`src/hdl/cfbp_pkg.sv`:
```
// Shared types and constants for the contact frame base64url parser.
package cfbp_pkg;

    // One decoded step handed from the front to the back through the queue.
    typedef struct packed {
        logic       has_byte;
        logic [7:0] data;
        logic       last;
        logic       bad;
    } token_t;

    // Field tags carried on byte results.
    localparam logic [3:0] TAG_MAGIC     = 4'd0;
    localparam logic [3:0] TAG_VERSION   = 4'd1;
    localparam logic [3:0] TAG_ID_LEN    = 4'd2;
    localparam logic [3:0] TAG_ID        = 4'd3;
    localparam logic [3:0] TAG_EP_LEN    = 4'd4;
    localparam logic [3:0] TAG_EP        = 4'd5;
    localparam logic [3:0] TAG_FLAGS     = 4'd6;
    localparam logic [3:0] TAG_SIG_LO    = 4'd7;
    localparam logic [3:0] TAG_SIG_HI    = 4'd8;
    localparam logic [3:0] TAG_SIGNALING = 4'd9;
    localparam logic [3:0] TAG_KEY       = 4'd10;
    localparam logic [3:0] TAG_SIGNATURE = 4'd11;

    // Status codes carried on the final status result.
    localparam logic [3:0] ST_OK        = 4'd0;
    localparam logic [3:0] ST_BAD_CHAR  = 4'd1;
    localparam logic [3:0] ST_SHORT     = 4'd2;
    localparam logic [3:0] ST_MAGIC     = 4'd3;
    localparam logic [3:0] ST_VERSION   = 4'd4;
    localparam logic [3:0] ST_ID        = 4'd5;
    localparam logic [3:0] ST_ENDPOINT  = 4'd6;
    localparam logic [3:0] ST_SIGNALING = 4'd7;
    localparam logic [3:0] ST_TAIL      = 4'd8;

    // Frame layout constants.
    localparam logic [7:0] FRAME_MAGIC [4] = '{8'h4C, 8'h50, 8'h51, 8'h31};
    localparam logic [7:0] FRAME_VERSION     = 8'h01;
    localparam logic [7:0] MAX_NAME_LEN      = 8'd128;
    localparam logic [15:0] MAX_SIGNALING_LEN = 16'd256;
    localparam logic [8:0] MAGIC_BYTES       = 9'd4;
    localparam logic [8:0] KEY_BYTES         = 9'd32;
    localparam logic [8:0] SIG_BYTES         = 9'd64;
    localparam logic [6:0] MIN_FRAME         = 7'd102;
    localparam logic [6:0] TOTAL_MAX         = 7'd127;

endpackage

```
`src/hdl/cfbp_front.sv`:
```
// Front end: accepts characters, decodes base64url and emits tokens for decoded bytes and text ends.
module cfbp_front (
    input  logic              aclk,
    input  logic              aresetn,
    input  logic              s_valid,
    output logic              s_ready,
    input  logic [7:0]        s_character,
    input  logic              s_last_char,
    output logic              push_valid,
    input  logic              push_ready,
    output cfbp_pkg::token_t  push_data
);
    import cfbp_pkg::*;

    logic [5:0]  lo_bits_reg;
    logic [2:0]  lo_cnt_reg;
    logic        bad_reg;

    logic [6:0]  sx;
    logic [11:0] bit_buf;
    logic [3:0]  cnt_sum;
    logic [2:0]  cnt_left;
    logic [11:0] shifted;
    logic [5:0]  lo_mask;
    logic [5:0]  lo_bits_next;
    logic        has_byte;
    logic        accept;

    // Map one character to {valid, sextet}.
    function automatic logic [6:0] sextet_of(input logic [7:0] c);
        logic [6:0] r;
        case (c) inside
            [8'h41:8'h5A]: r = {1'b1, 6'(c - 8'h41)};
            [8'h61:8'h7A]: r = {1'b1, 6'(c - 8'h61 + 8'd26)};
            [8'h30:8'h39]: r = {1'b1, 6'(c - 8'h30 + 8'd52)};
            8'h2D:         r = {1'b1, 6'd62};
            8'h5F:         r = {1'b1, 6'd63};
            default:       r = 7'd0;
        endcase
        return r;
    endfunction

    // Bit buffer: append six bits, split off a byte once eight are held.
    always_comb begin
        sx       = sextet_of(s_character);
        bit_buf  = {lo_bits_reg, sx[5:0]};
        cnt_sum  = {1'b0, lo_cnt_reg} + 4'd6;
        has_byte = !bad_reg && sx[6] && (cnt_sum >= 4'd8);
        cnt_left = has_byte ? 3'(cnt_sum - 4'd8) : 3'(cnt_sum);
        shifted  = bit_buf >> cnt_left;
        lo_mask  = 6'((7'd1 << cnt_left) - 7'd1);
        lo_bits_next = bit_buf[5:0] & lo_mask;
    end

    assign s_ready = push_ready;
    assign accept  = s_valid && s_ready;

    // Only steps that yield a byte or end the text go into the queue.
    assign push_valid         = s_valid && (has_byte || s_last_char);
    assign push_data.has_byte = has_byte;
    assign push_data.data     = shifted[7:0];
    assign push_data.last     = s_last_char;
    assign push_data.bad      = bad_reg || !sx[6];

    // Decoder state; the last character returns it to reset.
    always_ff @(posedge aclk) begin
        if (!aresetn) begin
            lo_bits_reg <= 6'd0;
            lo_cnt_reg  <= 3'd0;
            bad_reg     <= 1'b0;
        end else if (accept) begin
            if (s_last_char) begin
                lo_bits_reg <= 6'd0;
                lo_cnt_reg  <= 3'd0;
                bad_reg     <= 1'b0;
            end else if (!bad_reg) begin
                if (sx[6]) begin
                    lo_bits_reg <= lo_bits_next;
                    lo_cnt_reg  <= cnt_left;
                end else begin
                    bad_reg <= 1'b1;
                end
            end
        end
    end

endmodule

```
`src/hdl/cfbp_queue.sv`:
```
// Small first-word-fall-through queue of tokens between the front and the back.
module cfbp_queue #(
    parameter int DEPTH = 4
) (
    input  logic              aclk,
    input  logic              aresetn,
    input  logic              push_valid,
    output logic              push_ready,
    input  cfbp_pkg::token_t  push_data,
    output logic              pop_valid,
    input  logic              pop_ready,
    output cfbp_pkg::token_t  pop_data
);
    import cfbp_pkg::*;

    localparam int AW = (DEPTH > 1) ? $clog2(DEPTH) : 1;
    localparam int CW = $clog2(DEPTH + 1);
    localparam logic [AW-1:0] LAST_PTR = AW'(DEPTH - 1);
    localparam logic [CW-1:0] FULL_CNT = CW'(DEPTH);

    token_t          mem_reg [DEPTH];
    logic [AW-1:0]   wr_ptr_reg;
    logic [AW-1:0]   rd_ptr_reg;
    logic [CW-1:0]   count_reg;
    logic            do_push;
    logic            do_pop;

    assign push_ready = (count_reg != FULL_CNT);
    assign pop_valid  = (count_reg != '0);
    assign pop_data   = mem_reg[rd_ptr_reg];
    assign do_push    = push_valid && push_ready;
    assign do_pop     = pop_valid && pop_ready;

    // Storage write.
    always_ff @(posedge aclk) begin
        if (do_push) begin
            mem_reg[wr_ptr_reg] <= push_data;
        end
    end

    // Pointers and fill count.
    always_ff @(posedge aclk) begin
        if (!aresetn) begin
            wr_ptr_reg <= '0;
            rd_ptr_reg <= '0;
            count_reg  <= '0;
        end else begin
            if (do_push) begin
                wr_ptr_reg <= (wr_ptr_reg == LAST_PTR) ? '0 : wr_ptr_reg + 1'b1;
            end
            if (do_pop) begin
                rd_ptr_reg <= (rd_ptr_reg == LAST_PTR) ? '0 : rd_ptr_reg + 1'b1;
            end
            if (do_push && !do_pop) begin
                count_reg <= count_reg + 1'b1;
            end else if (do_pop && !do_push) begin
                count_reg <= count_reg - 1'b1;
            end
        end
    end

endmodule

```
`src/hdl/cfbp_back.sv`:
```
// Back end: parses decoded bytes as a contact frame and drives the result register.
module cfbp_back (
    input  logic              aclk,
    input  logic              aresetn,
    input  logic              tok_valid,
    output logic              tok_pop,
    input  cfbp_pkg::token_t  tok,
    output logic              m_valid,
    input  logic              m_ready,
    output logic              m_is_status,
    output logic [3:0]        m_field_tag,
    output logic [7:0]        m_byte_value,
    output logic [3:0]        m_status_code,
    output logic              m_frame_ok,
    output logic              m_last_result
);
    import cfbp_pkg::*;

    typedef enum logic [12:0] {
        PH_MAGIC     = 13'b0000000000001,
        PH_VERSION   = 13'b0000000000010,
        PH_ID_LEN    = 13'b0000000000100,
        PH_ID        = 13'b0000000001000,
        PH_EP_LEN    = 13'b0000000010000,
        PH_EP        = 13'b0000000100000,
        PH_FLAGS     = 13'b0000001000000,
        PH_SIG_LO    = 13'b0000010000000,
        PH_SIG_HI    = 13'b0000100000000,
        PH_SIG       = 13'b0001000000000,
        PH_KEY       = 13'b0010000000000,
        PH_SIGNATURE = 13'b0100000000000,
        PH_DONE      = 13'b1000000000000
    } phase_t;

    phase_t      phase_reg, phase_next;
    logic [8:0]  pos_reg, pos_next;
    logic [8:0]  len_reg, len_next;
    logic [6:0]  total_reg, total_next;
    logic [3:0]  ferr_reg, ferr_next;
    logic        pend_reg, pend_next;

    logic        m_valid_reg, m_valid_next;
    logic        is_status_reg;
    logic [3:0]  tag_reg;
    logic [7:0]  byte_reg;
    logic [3:0]  status_reg;
    logic        ok_reg;
    logic        lastr_reg;

    logic        emit;
    logic [8:0]  pos_inc;
    logic [15:0] slen;
    logic [7:0]  b;
    logic        out_free;
    logic        act;
    logic        byte_step;
    logic        load_byte;
    logic        load_status;
    logic        clear_frame;
    logic [3:0]  status_now;
    logic [3:0]  tag_now;

    // Field tag of the phase that a byte is parsed in.
    function automatic logic [3:0] phase_tag(input phase_t ph);
        logic [3:0] t;
        case (ph)
            PH_MAGIC:     t = TAG_MAGIC;
            PH_VERSION:   t = TAG_VERSION;
            PH_ID_LEN:    t = TAG_ID_LEN;
            PH_ID:        t = TAG_ID;
            PH_EP_LEN:    t = TAG_EP_LEN;
            PH_EP:        t = TAG_EP;
            PH_FLAGS:     t = TAG_FLAGS;
            PH_SIG_LO:    t = TAG_SIG_LO;
            PH_SIG_HI:    t = TAG_SIG_HI;
            PH_SIG:       t = TAG_SIGNALING;
            PH_KEY:       t = TAG_KEY;
            PH_SIGNATURE: t = TAG_SIGNATURE;
            default:      t = TAG_MAGIC;
        endcase
        return t;
    endfunction

    // Final status in order of precedence.
    function automatic logic [3:0] frame_status(input logic bad, input logic [6:0] total,
                                                input logic [3:0] ferr, input phase_t ph);
        logic [3:0] s;
        if (bad) begin
            s = ST_BAD_CHAR;
        end else if (total < MIN_FRAME) begin
            s = ST_SHORT;
        end else if (ferr != ST_OK) begin
            s = ferr;
        end else begin
            case (ph)
                PH_ID:                       s = ST_ID;
                PH_EP_LEN, PH_EP:            s = ST_ENDPOINT;
                PH_FLAGS:                    s = ST_TAIL;
                PH_SIG_LO, PH_SIG_HI, PH_SIG: s = ST_SIGNALING;
                PH_KEY, PH_SIGNATURE:        s = ST_TAIL;
                PH_DONE:                     s = ST_OK;
                default:                     s = ST_SHORT;
            endcase
        end
        return s;
    endfunction

    // Parse one byte against the current phase.
    always_comb begin
        b          = tok.data;
        pos_inc    = pos_reg + 9'd1;
        slen       = {b, len_reg[7:0]};
        phase_next = phase_reg;
        pos_next   = pos_reg;
        len_next   = len_reg;
        ferr_next  = ferr_reg;
        emit       = 1'b0;
        total_next = (total_reg < TOTAL_MAX) ? total_reg + 7'd1 : total_reg;
        if (ferr_reg == ST_OK) begin
            case (phase_reg)
                PH_MAGIC: begin
                    if (b != FRAME_MAGIC[pos_reg[1:0]]) begin
                        ferr_next = ST_MAGIC;
                    end else begin
                        emit     = 1'b1;
                        pos_next = pos_inc;
                        if (pos_inc >= MAGIC_BYTES) begin
                            phase_next = PH_VERSION;
                            pos_next   = 9'd0;
                            len_next   = 9'd0;
                        end
                    end
                end
                PH_VERSION: begin
                    if (b != FRAME_VERSION) begin
                        ferr_next = ST_VERSION;
                    end else begin
                        emit       = 1'b1;
                        phase_next = PH_ID_LEN;
                        pos_next   = 9'd0;
                        len_next   = 9'd0;
                    end
                end
                PH_ID_LEN, PH_EP_LEN: begin
                    if (b == 8'd0 || b > MAX_NAME_LEN) begin
                        ferr_next = (phase_reg == PH_ID_LEN) ? ST_ID : ST_ENDPOINT;
                    end else begin
                        emit       = 1'b1;
                        phase_next = (phase_reg == PH_ID_LEN) ? PH_ID : PH_EP;
                        pos_next   = 9'd0;
                        len_next   = {1'b0, b};
                    end
                end
                PH_ID, PH_EP: begin
                    emit     = 1'b1;
                    pos_next = pos_inc;
                    if (pos_inc >= len_reg) begin
                        phase_next = (phase_reg == PH_ID) ? PH_EP_LEN : PH_FLAGS;
                        pos_next   = 9'd0;
                    end
                end
                PH_FLAGS: begin
                    emit       = 1'b1;
                    pos_next   = 9'd0;
                    phase_next = b[0] ? PH_SIG_LO : PH_KEY;
                    len_next   = b[0] ? 9'd0 : KEY_BYTES;
                end
                PH_SIG_LO: begin
                    emit       = 1'b1;
                    phase_next = PH_SIG_HI;
                    pos_next   = 9'd0;
                    len_next   = {1'b0, b};
                end
                PH_SIG_HI: begin
                    if (slen > MAX_SIGNALING_LEN) begin
                        ferr_next = ST_SIGNALING;
                    end else begin
                        emit     = 1'b1;
                        pos_next = 9'd0;
                        if (slen == 16'd0) begin
                            phase_next = PH_KEY;
                            len_next   = KEY_BYTES;
                        end else begin
                            phase_next = PH_SIG;
                            len_next   = slen[8:0];
                        end
                    end
                end
                PH_SIG: begin
                    emit     = 1'b1;
                    pos_next = pos_inc;
                    if (pos_inc >= len_reg) begin
                        phase_next = PH_KEY;
                        pos_next   = 9'd0;
                        len_next   = KEY_BYTES;
                    end
                end
                PH_KEY: begin
                    emit     = 1'b1;
                    pos_next = pos_inc;
                    if (pos_inc >= KEY_BYTES) begin
                        phase_next = PH_SIGNATURE;
                        pos_next   = 9'd0;
                        len_next   = SIG_BYTES;
                    end
                end
                PH_SIGNATURE: begin
                    emit     = 1'b1;
                    pos_next = pos_inc;
                    if (pos_inc >= len_reg) begin
                        phase_next = PH_DONE;
                        pos_next   = 9'd0;
                    end
                end
                default: begin
                    ferr_next = ST_TAIL;
                end
            endcase
        end
    end

    // Sequencing: a token with a byte and the end mark may take two beats.
    always_comb begin
        out_free    = !m_valid_reg || m_ready;
        act         = tok_valid && out_free;
        byte_step   = tok.has_byte && !pend_reg;
        load_byte   = act && byte_step && emit;
        load_status = act && tok.last && !(byte_step && emit);
        tok_pop     = act && !(byte_step && emit && tok.last);
        clear_frame = load_status;
        pend_next   = load_byte && tok.last;
        tag_now     = phase_tag(phase_reg);
        if (byte_step) begin
            status_now = frame_status(tok.bad, total_next, ferr_next, phase_next);
        end else begin
            status_now = frame_status(tok.bad, total_reg, ferr_reg, phase_reg);
        end
        m_valid_next = (load_byte || load_status) ? 1'b1 : (m_ready ? 1'b0 : m_valid_reg);
    end

    // Parser state.
    always_ff @(posedge aclk) begin
        if (!aresetn || clear_frame) begin
            phase_reg <= PH_MAGIC;
            pos_reg   <= 9'd0;
            len_reg   <= 9'd0;
            total_reg <= 7'd0;
            ferr_reg  <= ST_OK;
            pend_reg  <= 1'b0;
        end else if (act) begin
            pend_reg <= pend_next;
            if (byte_step) begin
                phase_reg <= phase_next;
                pos_reg   <= pos_next;
                len_reg   <= len_next;
                total_reg <= total_next;
                ferr_reg  <= ferr_next;
            end
        end
    end

    // Result valid.
    always_ff @(posedge aclk) begin
        if (!aresetn) begin
            m_valid_reg <= 1'b0;
        end else begin
            m_valid_reg <= m_valid_next;
        end
    end

    // Result payload.
    always_ff @(posedge aclk) begin
        if (load_byte) begin
            is_status_reg <= 1'b0;
            tag_reg       <= tag_now;
            byte_reg      <= b;
            status_reg    <= ST_OK;
            ok_reg        <= 1'b0;
            lastr_reg     <= 1'b0;
        end else if (load_status) begin
            is_status_reg <= 1'b1;
            tag_reg       <= TAG_MAGIC;
            byte_reg      <= 8'd0;
            status_reg    <= status_now;
            ok_reg        <= (status_now == ST_OK);
            lastr_reg     <= 1'b1;
        end
    end

    assign m_valid       = m_valid_reg;
    assign m_is_status   = is_status_reg;
    assign m_field_tag   = tag_reg;
    assign m_byte_value  = byte_reg;
    assign m_status_code = status_reg;
    assign m_frame_ok    = ok_reg;
    assign m_last_result = lastr_reg;

endmodule

```
`src/hdl/contact_frame_base64url_parser.sv`:
```
// Top level of the contact frame base64url parser: front decoder, token queue, frame parser.
// A character's result passes through the token queue, then the result register, to m_valid;
// the status beat of a last character that also yields a byte follows its byte beat.
// Throughput: one character per cycle when the queue has room; a last character that also
// yields a byte needs two output beats; results leave only through the output register.
// The queue between decoder and parser lets the input keep flowing during output stalls.
// Reset: synchronous, active low; clears decoder, queue and parser state, no result valid.
module contact_frame_base64url_parser #(
    parameter int QUEUE_DEPTH = 4
) (
    input  logic        aclk,
    input  logic        aresetn,
    input  logic        s_valid,
    output logic        s_ready,
    input  logic [7:0]  s_character,
    input  logic        s_last_char,
    output logic        m_valid,
    input  logic        m_ready,
    output logic        m_is_status,
    output logic [3:0]  m_field_tag,
    output logic [7:0]  m_byte_value,
    output logic [3:0]  m_status_code,
    output logic        m_frame_ok,
    output logic        m_last_result
);
    import cfbp_pkg::*;

    logic   push_valid;
    logic   push_ready;
    token_t push_data;
    logic   pop_valid;
    logic   pop_ready;
    token_t pop_data;

    // Character decoder.
    cfbp_front u_front (
        .aclk        (aclk),
        .aresetn     (aresetn),
        .s_valid     (s_valid),
        .s_ready     (s_ready),
        .s_character (s_character),
        .s_last_char (s_last_char),
        .push_valid  (push_valid),
        .push_ready  (push_ready),
        .push_data   (push_data)
    );

    // Token queue.
    cfbp_queue #(
        .DEPTH (QUEUE_DEPTH)
    ) u_queue (
        .aclk       (aclk),
        .aresetn    (aresetn),
        .push_valid (push_valid),
        .push_ready (push_ready),
        .push_data  (push_data),
        .pop_valid  (pop_valid),
        .pop_ready  (pop_ready),
        .pop_data   (pop_data)
    );

    // Frame parser and result register.
    cfbp_back u_back (
        .aclk          (aclk),
        .aresetn       (aresetn),
        .tok_valid     (pop_valid),
        .tok_pop       (pop_ready),
        .tok           (pop_data),
        .m_valid       (m_valid),
        .m_ready       (m_ready),
        .m_is_status   (m_is_status),
        .m_field_tag   (m_field_tag),
        .m_byte_value  (m_byte_value),
        .m_status_code (m_status_code),
        .m_frame_ok    (m_frame_ok),
        .m_last_result (m_last_result)
    );

    // A status beat is final, carries no byte, and reports ok exactly for status ok.
    a_status_beat: assert property (@(posedge aclk) disable iff (!aresetn)
        m_valid && m_is_status |->
            m_last_result && (m_frame_ok == (m_status_code == ST_OK)) &&
            (m_field_tag == TAG_MAGIC) && (m_byte_value == 8'd0))
        else $error("malformed status beat");

    // A byte beat carries a defined tag and no status information.
    a_byte_beat: assert property (@(posedge aclk) disable iff (!aresetn)
        m_valid && !m_is_status |->
            !m_last_result && !m_frame_ok && (m_status_code == ST_OK) &&
            (m_field_tag <= TAG_SIGNATURE))
        else $error("malformed byte beat");

endmodule

```
`config.mk`:
```
export PLATFORM = sky130hd
export DESIGN_NAME = contact_frame_base64url_parser
export DESIGN_NICKNAME = d
export VERILOG_FILES = /design/src/hdl/cfbp_pkg.sv /design/src/hdl/cfbp_front.sv /design/src/hdl/cfbp_queue.sv /design/src/hdl/cfbp_back.sv /design/src/hdl/contact_frame_base64url_parser.sv
export SDC_FILE = /design/constraint.sdc
export NUM_CORES = 1
export LEC_CHECK = 0
export BUFFER_PORTS_ARGS = -buffer_cell sky130_fd_sc_hd__buf_2
export CAP_MARGIN = 20
export CORE_MARGIN = 8
export CORE_UTILIZATION = 26
export DETAILED_ROUTE_END_ITERATION = 16
export GPL_ROUTABILITY_DRIVEN = 1
export SLEW_MARGIN = 10
export SYNTH_ARGS = -nofsm -noshare
export SYNTH_HDL_FRONTEND = slang
export SYNTH_SLANG_ARGS = --single-unit
```
`constraint.sdc`:
```
create_clock -name aclk -period 6.1 [get_ports aclk]
set_clock_uncertainty 0.15 [all_clocks]
set_input_delay 1.22 -clock aclk [delete_from_list [all_inputs] [get_ports aclk]]
set_output_delay 1.22 -clock aclk [all_outputs]
set_load 0.01 [all_outputs]
```
# After elaboration in Yosys (flattened, before gate mapping)
# Memories as Yosys holds them, arrays and structs flattened. A register that Yosys moved wholly into a read port is not among the register bits.
# Index checks and enable logic that the tools add are counted.
[totals]
inputBits = 13
elab_cells = 246
ramBits = 44
n_memories = 1
reg_bits = 79
output_inout_bits = 21
[op_classes]
n_addsub = 14
eq_ne = 39
n_mux = 88
n_bitwise = 2
magnitude_cmp = 16
reduce_logical = 65
shifts = 2
[memory_table]
columns = ["name", "words", "width", "rd", "rd_clocked_by_memory_dff", "write_ports", "line_no", "text"]
rows = [
  ["u_queue.mem_reg", 4, 11, 1, 1, 1, "cfbp_queue.sv:21", "token_t mem_reg [DEPTH];"],
]
[ops]
columns = ["op", "count"]
rows = [
  ["2-to-1 mux 13 bit", 10],
  ["case mux 13 bit (10 select lines)", 1],
  ["2-to-1 mux 9 bit", 14],
  ["case mux 9 bit (8 select lines)", 1],
  ["case mux 9 bit (7 select lines)", 1],
  ["case mux 4 bit (5 select lines)", 3],
  ["2-to-1 mux 4 bit", 14],
  ["2-to-1 mux 7 bit", 7],
  ["case mux 4 bit (11 select lines)", 1],
  ["2-to-1 mux 8 bit", 4],
  ["2-to-1 mux 6 bit", 5],
  ["equality test 13 x 10 -> 1 bit, second input constant", 2],
  ["equality test 13 x 11 -> 1 bit, second input constant", 2],
  ["equality test 13 x 12 -> 1 bit, second input constant", 2],
  ["equality test 13 bit, second input constant", 2],
  ["equality test 13 x 4 -> 1 bit, second input constant", 2],
  ["equality test 13 x 5 -> 1 bit, second input constant", 2],
  ["equality test 13 x 6 -> 1 bit, second input constant", 2],
  ["equality test 13 x 7 -> 1 bit, second input constant", 2],
  ["equality test 13 x 8 -> 1 bit, second input constant", 2],
  ["equality test 13 x 9 -> 1 bit, second input constant", 2],
  ["2-to-1 mux 11 bit", 2],
  ["logical AND 1 bit", 21],
  ["< comparator 7 bit, second input constant", 3],
  ["other kinds (60)", 119],
]

# Longest topological paths before layout
# Gate-level depths: netlist (run 1).
[depth]
ltp_word = 16
mapped_depth = 18
mapped_depth_nobuf = 16

# Modules after synthesis
# A second synthesis (run 1) with hierarchy kept.
[unflattened]
hier_cells = 880
hier_area_um2 = 8195.4
[by_module_without_submodules]
columns = ["mod", "cells_each", "seq_area_each_um2", "instances", "area_each_um2"]
rows = [
  ["cfbp_back", 601, 1361.3, 1, 4787.1],
  ["cfbp_queue", 108, 1501.4, 1, 2063.2],
  ["cfbp_front", 171, 180.2, 1, 1345.0],
]

# Least setup slack after synthesis (run 1)
# No wires, ideal clock.
[synth_path]
kind = "input-to-reg"
start = "in s_character[2]"
end = "reg u_queue.count_reg[2]"
setup_time_ps = 76
setup_slack_ps = 1274
path_buffers = 2
t_required_ps = 5874
arrival_ps = 4600
stages = 17
cell_sequence = "clkbuf_1 > inv_1 > ha_1 > nand2_1 > o311ai_0 > a211oi_1 > nor2_1 > a21o_1 > nor2_1 > o21a_1 > clkbuf_1 > ha_1 > inv_1 > fa_1 > xor2_1 > or3_1 > a21boi_0"
[synth_rtl]
columns = ["item", "line_no", "text"]
rows = [
  ["start, declared", "contact_frame_base64url_parser.sv:15", "input logic [7:0] s_character,"],
  ["end signal, assigned", "cfbp_queue.sv:55", "count_reg <= count_reg + 1'b1;"],
  ["end signal, assigned", "cfbp_queue.sv:57", "count_reg <= count_reg - 1'b1;"],
  ["end, declared", "cfbp_queue.sv:24", "logic [CW-1:0] count_reg;"],
]

# Worst setup path after layout (run 1)
[layout_path]
start = "reg u_back.phase_reg[8]"
end = "reg u_queue.count_reg[2]"
[layout_between]
elab_chain_cells = 12
word_cells_on_any_way = 26
classes_between = "12 x eq/ne; 3 x mux; 11 x reduce/logical"
[layout_lines]
columns = ["item", "line_no", "text"]
rows = [
  ["start, declared", "cfbp_back.sv:35", "phase_t phase_reg, phase_next;"],
  ["start signal, assigned", "cfbp_back.sv:253", "phase_reg <= phase_next;"],
  ["equality test 13 x 6 -> 1 bit, or another cell as far along", "cfbp_back.sv:120", "case (phase_reg)"],
  ["OR reduction 7 bit (no line) or OR reduction 2 bit (tied branches)", "-", ""],
  ["case mux 1 bit (5 select lines) *", "cfbp_back.sv:120", ""],
  ["2-to-1 mux 1 bit *", "cfbp_back.sv:119", "if (ferr_reg == ST_OK) begin"],
  ["logical AND 1 bit * (2 in series)", "cfbp_back.sv:229", "tok_pop = act && !(byte_step && emit && tok.last);"],
  ["logical NOT 1 bit *", "cfbp_back.sv:229", ""],
  ["logical AND 1 bit *", "cfbp_back.sv:229", ""],
  ["logical AND 1 bit *", "cfbp_queue.sv:32", "assign do_pop = pop_valid && pop_ready;"],
  ["logical NOT 1 bit", "cfbp_queue.sv:54", "if (do_push && !do_pop) begin"],
  ["logical AND 1 bit", "cfbp_queue.sv:54", ""],
  ["2-to-1 mux 3 bit or nonzero test 2 bit (tied branches)", "-", ""],
]
# Mark *: on every way between the ends. The rest lies on a longest branch, timed or not.
# A chain may end at the register's enable or synchronous reset.

==> results of run 1 <==
[per-stage QoR]
step                instances  utilization, %
floorplan                 845               -
global placement         1225           28.20
detailed placement       1225           28.20
CTS                      1257           30.24
global route             1258           30.27
finish                   1258           30.27
[cell usage in the layout, fill, tap and decap left out, types with 5 or more instances in the layout]
master       n
and3_1      11
nand2b_1     9
dfxtp_1     68
nand4_1      8
a211oi_1     9
o21ai_0     47
buf_2       33
inv_6        5
and2_1      13
a211o_1      6
xor2_1      14
a21oi_1     60
nand3_1     25
inv_1       34
clkbuf_16   17
nor2_1     105
nand2_1     58
clkinv_4     5
a31oi_1     16
nor3_1      31
o21a_1       8
or3_1       11
nor2b_1     21
mux4_2      14
buf_4        6
nor4_1      14
a22oi_1      5
ha_1        30
xnor2_1     12
edfxtp_1    56
mux2i_1     21
o21ai_1      9
[layout make-up]
| class | instances | area, um2 |
|---|---|---|
| clock buffers | 17 | 425.4 |
| fillers | 3019 | 20010 |
| inverters | 34 | 127.6 |
| well taps | 384 | 480.5 |
| flip-flops and latches | 124 | 3043 |
| repair buffers | 39 | 210.2 |
| clock inverters | 15 | 162.7 |
| multi-input cells | 645 | 4239 |
[worst max path at each step]
stage	start	to	slack [ns]	cells after the start
after floorplan	s_character[2]	u_queue.count_reg[2]$_SDFFE_PN0P_	1.27	17
after global placement	s_character[0]	u_queue.count_reg[2]$_SDFFE_PN0P_	0.93	16
after detailed placement	s_character[0]	u_queue.count_reg[2]$_SDFFE_PN0P_	0.82	16
after CTS	flop	u_queue.count_reg[2]$_SDFFE_PN0P_	1.12	15
after global routing	u_back.phase_reg[8]$_SDFFE_PP0P_	u_queue.count_reg[2]$_SDFFE_PN0P_	0.68	15
final	u_back.phase_reg[8]$_SDFFE_PP0P_	u_queue.count_reg[2]$_SDFFE_PN0P_	1.03	15
[routing by layer]
layer,up-vias,share of wire [%],GRT usage (%),routed length [um]
met2,204,46,18.15,9408
met4,0,2.3,4.459,478
met3,39,6.0,3.113,1230
li1,3133,-,-,-
met5,-,0,0,0
met1,3087,46,14.95,9425
[synth_stat cells (16+ instances only)]
library cell    n  share of area [%]
clkbuf_1       36                1.8
inv_1          34                1.7
a21oi_1        60                4.0
nor2b_1        21                1.7
nor3_1         32                2.1
o21ai_0        47                3.1
dfxtp_1        68                 18
nor2_1        105                5.2
nand2_1        58                2.9
ha_1           30                5.0
nand3_1        25                1.7
mux2i_1        21                2.8
edfxtp_1       56                 22
a31oi_1        16                1.3
[power groups by stage]
stage,Clock [mW],Combinational [mW],Sequential [mW]
global placement,0,1.14,1.10
detailed placement,0,1.15,1.11
finish,1.01,1.17,1.09
CTS,1.02,1.16,1.09
floorplan,0,0.829,1.08
global route,1.06,1.28,1.11
[critical path, stage by stage (launching register included)]
cell	delay, ns
dfxtp_1	0.39
nor4_1	0.53
nand2_1	0.31
o32ai_1	0.61
nor3_1	0.24
nand2b_1	0.39
nor2_1	0.19
o31a_1	0.51
a21boi_1	0.23
inv_1	0.15
ha_1	0.19
inv_1	0.07
fa_1	0.39
xor2_1	0.18
or3_1	0.30
a21boi_0	0.15
[logic make-up (layout without fill, tap and decap cells)]
| family | Yosys count | count (layout) | synth area share (%) |
|---|---|---|---|
| multiplexers | 39 | 39 | 7.526 |
| buffers and inverters | 76 | 105 | 4.060 |
| AO/OA/AOI/OAI | 208 | 208 | 17.23 |
| XOR/XNOR | 26 | 26 | 3.004 |
| adder cells (fa/ha/maj) | 31 | 31 | 5.215 |
| AND/OR/NAND/NOR | 341 | 341 | 22.83 |
| flip-flops | 124 | 124 | 40.14 |
==> results.cfg, run 1 <==
[min_path]
min_from = u_back.m_status_code[3]$_SDFFE_PP0P_
hold_path.class = reg2reg
hold_end = u_back.m_status_code[3]$_SDFFE_PP0P_
holdPathStages = 2

[power_and_ir_drop]
p_clk_share_pct = 30.9
peakVddDrop_uv = 218.4
net-switching-power_mw = 1.261
seq_power_share_pct = 33.3
p_leak_nw = 3.088
p_comb_share_pct = 35.8
sw_frac_of_total_pct = 38.69
powerDensity_nw_per_um2 = 375.0
intPower_mw = 1.998
power_mw = 3.258

[routing]
num_vias = 6463
drt-initial-drc-count = 571
wl_per_cell_um = 16.33
drc = 0
drt_first_pass_iters = 6
antenna_left = 0
totalWireLength_um = 20540
viasPerCell = 5.138

[timing]
hold_violations = 0
fin_crit_ns = 5.072
fin_setup_tns_ns = 0
max_freq_mhz = 197.2
slew_headroom_pct = 35.28
grt_setup_unrepaired = no
worst_pin_slew_ns = 0.9708
fin_crit_sh_pct = 83.15
setup_viol = 0
worst_slack_ns = 1.028
holdWs_ns = 0.3104
slew_violations = 0

[cts]
clk_path_buf_depth = 2
clk_pin_slew_ns = 0.06
cts_tree = yes
ctsResizeCount = 0
ctsHtreeMaxLevel = 4
cts_sinks = 124
post_cts_buffers = 0
cts_buffers = 17
cts-hold-fix-buffers = 0
root_buffer = clkbuf_16
insertion_delay_ns = 0.43

[yosys]
ys.flop_type = dfxtp_1
ys_seq_area_share_pct = 40.14
yosys_warnings = 0
synth_edf_count = 56
syn-num-nets = 889
syn-cell-area_um2 = 7581
ys_seq_elements = 124
async_flop_share_pct = 0
syn_inst = 845
synth_cell_type_count = 78
syn_area_per_cell_um2 = 8.972

[floorplanning]
io_pins = 34
fp-row-count = 62
die-area_um2 = 34880
die_h_um = 186.8
start_util_pct = 26.41
die_w_um = 186.8
core_um2 = 28700

[worst_setup_path]
startpoint_type = flop
reg2reg_to = u_queue.count_reg[2]$_SDFFE_PN0P_
setup.worst_path.class = reg2reg
r2r_start = u_back.phase_reg[8]$_SDFFE_PP0P_
reg2reg_slack_ns = 1.03
critPathMaxFanout = 13
end_kind = flop
arrival_ns = 5.27
worst_ep_required_time_ns = 6.30
reg2reg_depth = 15

[placement]
dp_hpwl_um = 15030
gp_congestion = 0.9394
place_area_um2 = 8093
dp_slack_ns = 0.8168
io_buffers = 33

[finish]
final_layout_size_suffix_gt1_share_pct = 11.90
antenna_cells = 0
largest_register_ffs = 44
fin_area_um2 = 8688
layout.nets = 905
area_growth_pct = 14.61

[global_routing]
grt_pass1_vias = 6276
grt_start_max_net_pins = 36
antenna_found_initial = 0
grt_pass1_wl_um = 33260
grt-ovfl-total = 0
grt_util_all_layers_pct = 11.56

[status]
outcome = finished clean

[job]
drv_cap = 0
No activity file was read; power rests on OpenSTA's default activity.
==> run 2, diff against run 1 <==
- clock period: 6.1 -> 4.2 ns (I/O delays scaled with it)
==> results.cfg, run 2 (same netlist as run 1, synthesis figures left out) <==
[floorplanning]
fp-row-count = 62
die-area_um2 = 34880
die_h_um = 186.8
start_util_pct = 26.41
io_pins = 34
core_um2 = 28700
die_w_um = 186.8

[power_and_ir_drop]
p_leak_nw = 3.434
powerDensity_nw_per_um2 = 542.0
peakVddDrop_uv = 334.4

[global_routing]
grt_pass1_vias = 6320
grt_util_all_layers_pct = 11.95
antenna_found_initial = 0
grt-ovfl-total = 0
grt_start_max_net_pins = 36
grt_pass1_wl_um = 34130

[worst_setup_path]
arrival_ns = 4.21
cpMostUsedCell = a21oi_1
reg2reg_slack_ns = 0.16
setup.worst_path.class = reg2reg
startpoint_type = flop
cp.buffers_inverters = 1
end_kind = flop
cp_slowest_cell = mux4_2
path_cells = buf_12, mux4_2, or4_4, nor2_4, a21oi_1, a211o_1, nor3_1, a21oi_1, a2111o_1, a2111oi_1, a21oi_1, a22o_1
crit_path_max_incr_delay_ns = 0.56
critPathTopFamily = compound AO/OA/AOI/OAI gates
worst_ep_required_time_ns = 4.37
critPathMaxFanout = 13

[cts]
cts_buffers = 17
root_buffer = clkbuf_16
clk_pin_slew_ns = 0.06
insertion_delay_ns = 0.43
cts_sinks = 124
cts_tree = yes
cts-hold-fix-buffers = 0
ctsHtreeMaxLevel = 4
clk_path_buf_depth = 2

[finish]
nFillCells = 2998
final_cell_mix = 105 x nor2_1, 67 x dfxtp_1, 64 x buf_4
final_layout_size_suffix_gt1_share_pct = 19.25
layout.nets = 966
area_growth_pct = 22.58
antenna_cells = 0
final_common_cell = nor2_1
largest_register_ffs = 44
multi_input_area_um2 = 4338
regArea_um2 = 3044

[timing]
worst_pin_slew_ns = 0.7665
worst_slack_ns = 0.1613
slew_headroom_pct = 48.25
hold_violations = 0
slew_violations = 0
fin_crit_ns = 4.039
max_freq_mhz = 247.6
setup_viol = 0
fin_crit_sh_pct = 96.16
holdWs_ns = 0.2954

[min_path]
hold_path.class = reg2reg

[routing]
drt-initial-drc-count = 565
drc = 0
drt_first_pass_iters = 5
antenna_left = 0
viasPerCell = 5.060
wl_per_cell_um = 16.36
num_vias = 6674
totalWireLength_um = 21580

[placement]
dp_slack_ns = 0.008241
gp_congestion = 0.9874
io_buffers = 33
dp_hpwl_um = 16170

[status]
outcome = finished clean

[job]
drv_cap = 0
==> run 2: report_power, final <==
part	internal [mW]	switching, mW
logic	0.799	1.22
clock network	0.891	0.581
registers	1.43	0.113
total	3.12	1.91
==> run 2: worst paths after layout <==
check	startpoint	to	cells past startpoint
worst max-delay path	flop	u_back.m_status_code[1]$_SDFFE_PP0P_	12
worst min-delay path	u_back.m_frame_ok$_SDFFE_PP0P_	u_back.m_frame_ok$_SDFFE_PP0P_	2
worst max register to register	flop	u_back.m_status_code[1]$_SDFFE_PP0P_	12
worst min register to register	u_back.m_frame_ok$_SDFFE_PP0P_	u_back.m_frame_ok$_SDFFE_PP0P_	2
==> run 2: layer usage <==
layer / up-vias / track usage (%) / wire length, um
met4: 0 / 3.513 / 430
met2: 202 / 19.22 / 9972
li1: 3269 / - / -
met3: 35 / 3.188 / 1247
met1: 3168 / 15.50 / 9929
met5: - / 0 / 0
==> run 2: repair_timing <==
action                     in CTS  in global routing
setup endpoints to repair       0                  5
gates resized for setup         0                 20
setup buffers                   0                  5
==> run 2: cell type report <==
| type | count | share of cell area [%] |
|---|---|---|
| clock buffers | 23 | 5.655 |
| clock inverters | 9 | 0.7675 |
| inverters | 34 | 1.373 |
| multi-input cells | 645 | 46.68 |
| flip-flops and latches | 124 | 32.76 |
| well taps | 384 | 5.170 |
| repair buffers | 100 | 7.594 |
==> run 2: worst min-delay path, stage by stage (launching register included) <==
cell     delay, ns
dfxtp_1       0.30
nand2_1       0.05
o21ai_1       0.05
==> run 2: stage by stage <==
| stage | utilization, % | power, mW | setup TNS, ns | area, um2 | std cells |
|---|---|---|---|---|---|
| after floorplan | - | 2.769 | 0 | 7592 | 845 |
| after global placement | 29.85 | 3.491 | 0 | 8568 | 1282 |
| after detailed placement | 29.85 | 3.498 | 0 | 8568 | 1282 |
| after CTS | 31.93 | 4.976 | 0 | 9165 | 1314 |
| after global routing | 32.38 | 5.279 | -0.02626 | 9293 | 1319 |
| final | 32.38 | 5.037 | 0 | 9293 | 1319 |
==> run 3, diff against run 2 <==
- BUFFER_PORTS_ARGS: -buffer_cell sky130_fd_sc_hd__buf_2 -> -buffer_cell sky130_fd_sc_hd__clkbuf_2
- SKIP_CTS_REPAIR_TIMING: not set -> 1
- SYNTH_HIERARCHICAL: not set -> 1
==> results.cfg, run 3 <==
[status]
outcome = finished clean

[cts]
clk_path_buf_depth = 2
ctsHtreeMaxLevel = 4
insertion_delay_ns = 0.43
cts_sinks = 124
cts_buffers = 17
cts_tree = yes
clk_pin_slew_ns = 0.06
root_buffer = clkbuf_16

[floorplanning]
die_h_um = 193.5
start_util_pct = 26.17
die_w_um = 193.5
die-area_um2 = 37460
core_um2 = 31310
io_pins = 34
fp-row-count = 65

[routing]
viasPerCell = 5.266
totalWireLength_um = 22830
wl_per_cell_um = 16.83
drc = 0
drt-initial-drc-count = 563
drt_first_pass_iters = 6
num_vias = 7146
antenna_left = 0

[job]
drv_cap = 0

[placement]
gp_congestion = 0.9649
io_buffers = 33
dp_hpwl_um = 17490

[timing]
grt_setup_unrepaired = yes
slew_headroom_pct = 58.22
fin_crit_ns = 4.044
fin_crit_sh_pct = 96.27
slew_violations = 0
fin_setup_tns_ns = 0
worst_pin_slew_ns = 0.6219
max_freq_mhz = 247.3
setup_viol = 0
hold_violations = 0

[finish]
largest_register_ffs = 44
area_growth_pct = 19.01
antenna_cells = 0
regArea_um2 = 3044
nFillCells = 3242
final_common_cell = nor2_1
multi_input_area_um2 = 4775
layout.nets = 987
final_cell_mix = 77 x nor2_1, 72 x nand2_1, 67 x dfxtp_1
final_util_pct = 31.15
final_layout_size_suffix_gt1_share_pct = 22.62

[yosys]
synth_top_area_cell = edfxtp_1
synth_common_cells = 78 x nor2_1, 72 x nand2_1, 68 x dfxtp_1, 60 x a21oi_1, 56 x edfxtp_1
synth_edf_count = 56
ys_seq_elements = 124
ys_seq_area_share_pct = 37.13
synth_cell_type_count = 112
ys.flop_type = dfxtp_1
synth_area_leaders = edfxtp_1 21%, dfxtp_1 17%, ha_1 4.7%
syn_inst = 880
yosysTopAreaCellShare_pct = 20.52
yosys_warnings = 6
async_flop_share_pct = 0
syn-num-nets = 925
yosysMostFrequentCell = nor2_1
syn-cell-area_um2 = 8195
syn_area_per_cell_um2 = 9.313

[worst_setup_path]
cp_slowest_cell = mux4_2
critPathMaxFanout = 8
arrival_ns = 4.25
setup.worst_path.class = reg2reg
end_kind = flop
path_cells = buf_12, mux4_2, xnor2_1, or3_1, nor3_1, and2_1, or4_1, o21ai_2, nor2_2, a21oi_2, o31ai_2, ha_2, inv_1, fa_1, xor2_1, or3_2, a21boi_1
worst_ep_required_time_ns = 4.41
crit_path_max_incr_delay_ns = 0.58
cp.buffers_inverters = 2
critPathTopFamily = simple AND/OR/NAND/NOR gates
startpoint_type = flop

[power_and_ir_drop]
peakVddDrop_uv = 269.9
powerDensity_nw_per_um2 = 483.2
p_leak_nw = 3.652

[min_path]
hold_path.class = reg2reg

[global_routing]
grt_util_all_layers_pct = 11.96
antenna_found_initial = 0
grt_pass1_wl_um = 37000
use_met3_pct = 2.898
grt-ovfl-total = 0
grt_use_met1_pct = 15.31
grt_use_met2_pct = 19.22
grt_pass1_vias = 6913
grt_start_max_net_pins = 24
grt-busiest-layer = met2
[run 3: changes by cell type after synthesis, moves of 14 or more]
cell | before | now
clkbuf_1 | 36 | 19
buf_2 | 2 | 20
mux2i_1 | 21 | 5
nand2_1 | 58 | 72
o21ai_0 | 47 | 23
nor2_1 | 105 | 78
nand4_1 | 8 | 22
[run 3: metrics by stage]
| stage | power (mW) | instances | hold slack [ns] | cell area, um2 | setup WS [ns] |
|---|---|---|---|---|---|
| 6_report | 4.713 | 1357 | 0.2984 | 9753 | 0.1565 |
| 5_1_grt | 4.950 | 1357 | 0.3287 | 9753 | -0.05773 |
| 4_1_cts | 4.694 | 1356 | 0.3054 | 9701 | -0.02534 |
| 3_5_place_dp | 3.091 | 1324 | 0.2912 | 9064 | -0.005911 |
| 3_3_place_gp | 3.082 | 1324 | 0.2857 | 9064 | 0.08751 |
| 2_1_floorplan | 2.615 | 880 | 0.2765 | 8208 | 0.003645 |
[run 3: worst register-to-register path, cell delays in order, from the launching register on]
cell and delay (ns):
dfxtp_2 0.35, buf_12 0.13, mux4_2 0.58, xnor2_1 0.15
or3_1 0.34, nor3_1 0.21, and2_1 0.19, or4_1 0.13
o21ai_2 0.07, nor2_2 0.14, a21oi_2 0.09, o31ai_2 0.08
ha_2 0.25, inv_1 0.05, fa_1 0.37, xor2_1 0.15
or3_2 0.40, a21boi_1 0.14
[run 3: power by group]
group          internal, mW  switching, mW
clock network          1.00          0.586
logic                 0.617          0.987
registers              1.41          0.106
total                  3.03           1.68
[run 3: layer usage]
layer,wire [um],share of wire (%)
met1,10310,45
met2,10490,46
met3,1463,6.4
met4,569,2.5
met5,0,0
[run 3: kinds of logic after synthesis]
kind of cell               Yosys count  synth area share [%]
muxes                               19                 4.183
AOI/OAI and AO/OA                  217                 19.53
buffers and inverters               86                 5.252
and+or+nand+nor                    377                 26.26
DFF                                124                 37.13
xor gates and xnor gates            25                 2.672
adders and majority gates           32                 4.977
[run 3: final timing paths]
check	cells past startpoint	slack (ns)	startpoint	endpoint
worst min-delay path	1	0.30	u_front/lo_cnt_reg[2]$_SDFFE_PN0P_	u_front/lo_cnt_reg[2]$_SDFFE_PN0P_
worst max register to register	17	0.16	flop	u_queue/count_reg[2]$_SDFFE_PN0P_
worst max-delay path	17	0.16	flop	u_queue/count_reg[2]$_SDFFE_PN0P_
worst min register to register	1	0.30	u_front/lo_cnt_reg[2]$_SDFFE_PN0P_	u_front/lo_cnt_reg[2]$_SDFFE_PN0P_
[run 3: layout make-up]
cell class / instances / share of cell area, %
Timing Repair Buffer: 98 / 6.953
Sequential cell: 124 / 31.21
Clock buffer: 17 / 4.362
Multi-Input combinational cell: 670 / 48.95
Clock inverter: 15 / 2.168
Tap cell: 402 / 5.157
Inverter: 31 / 1.193
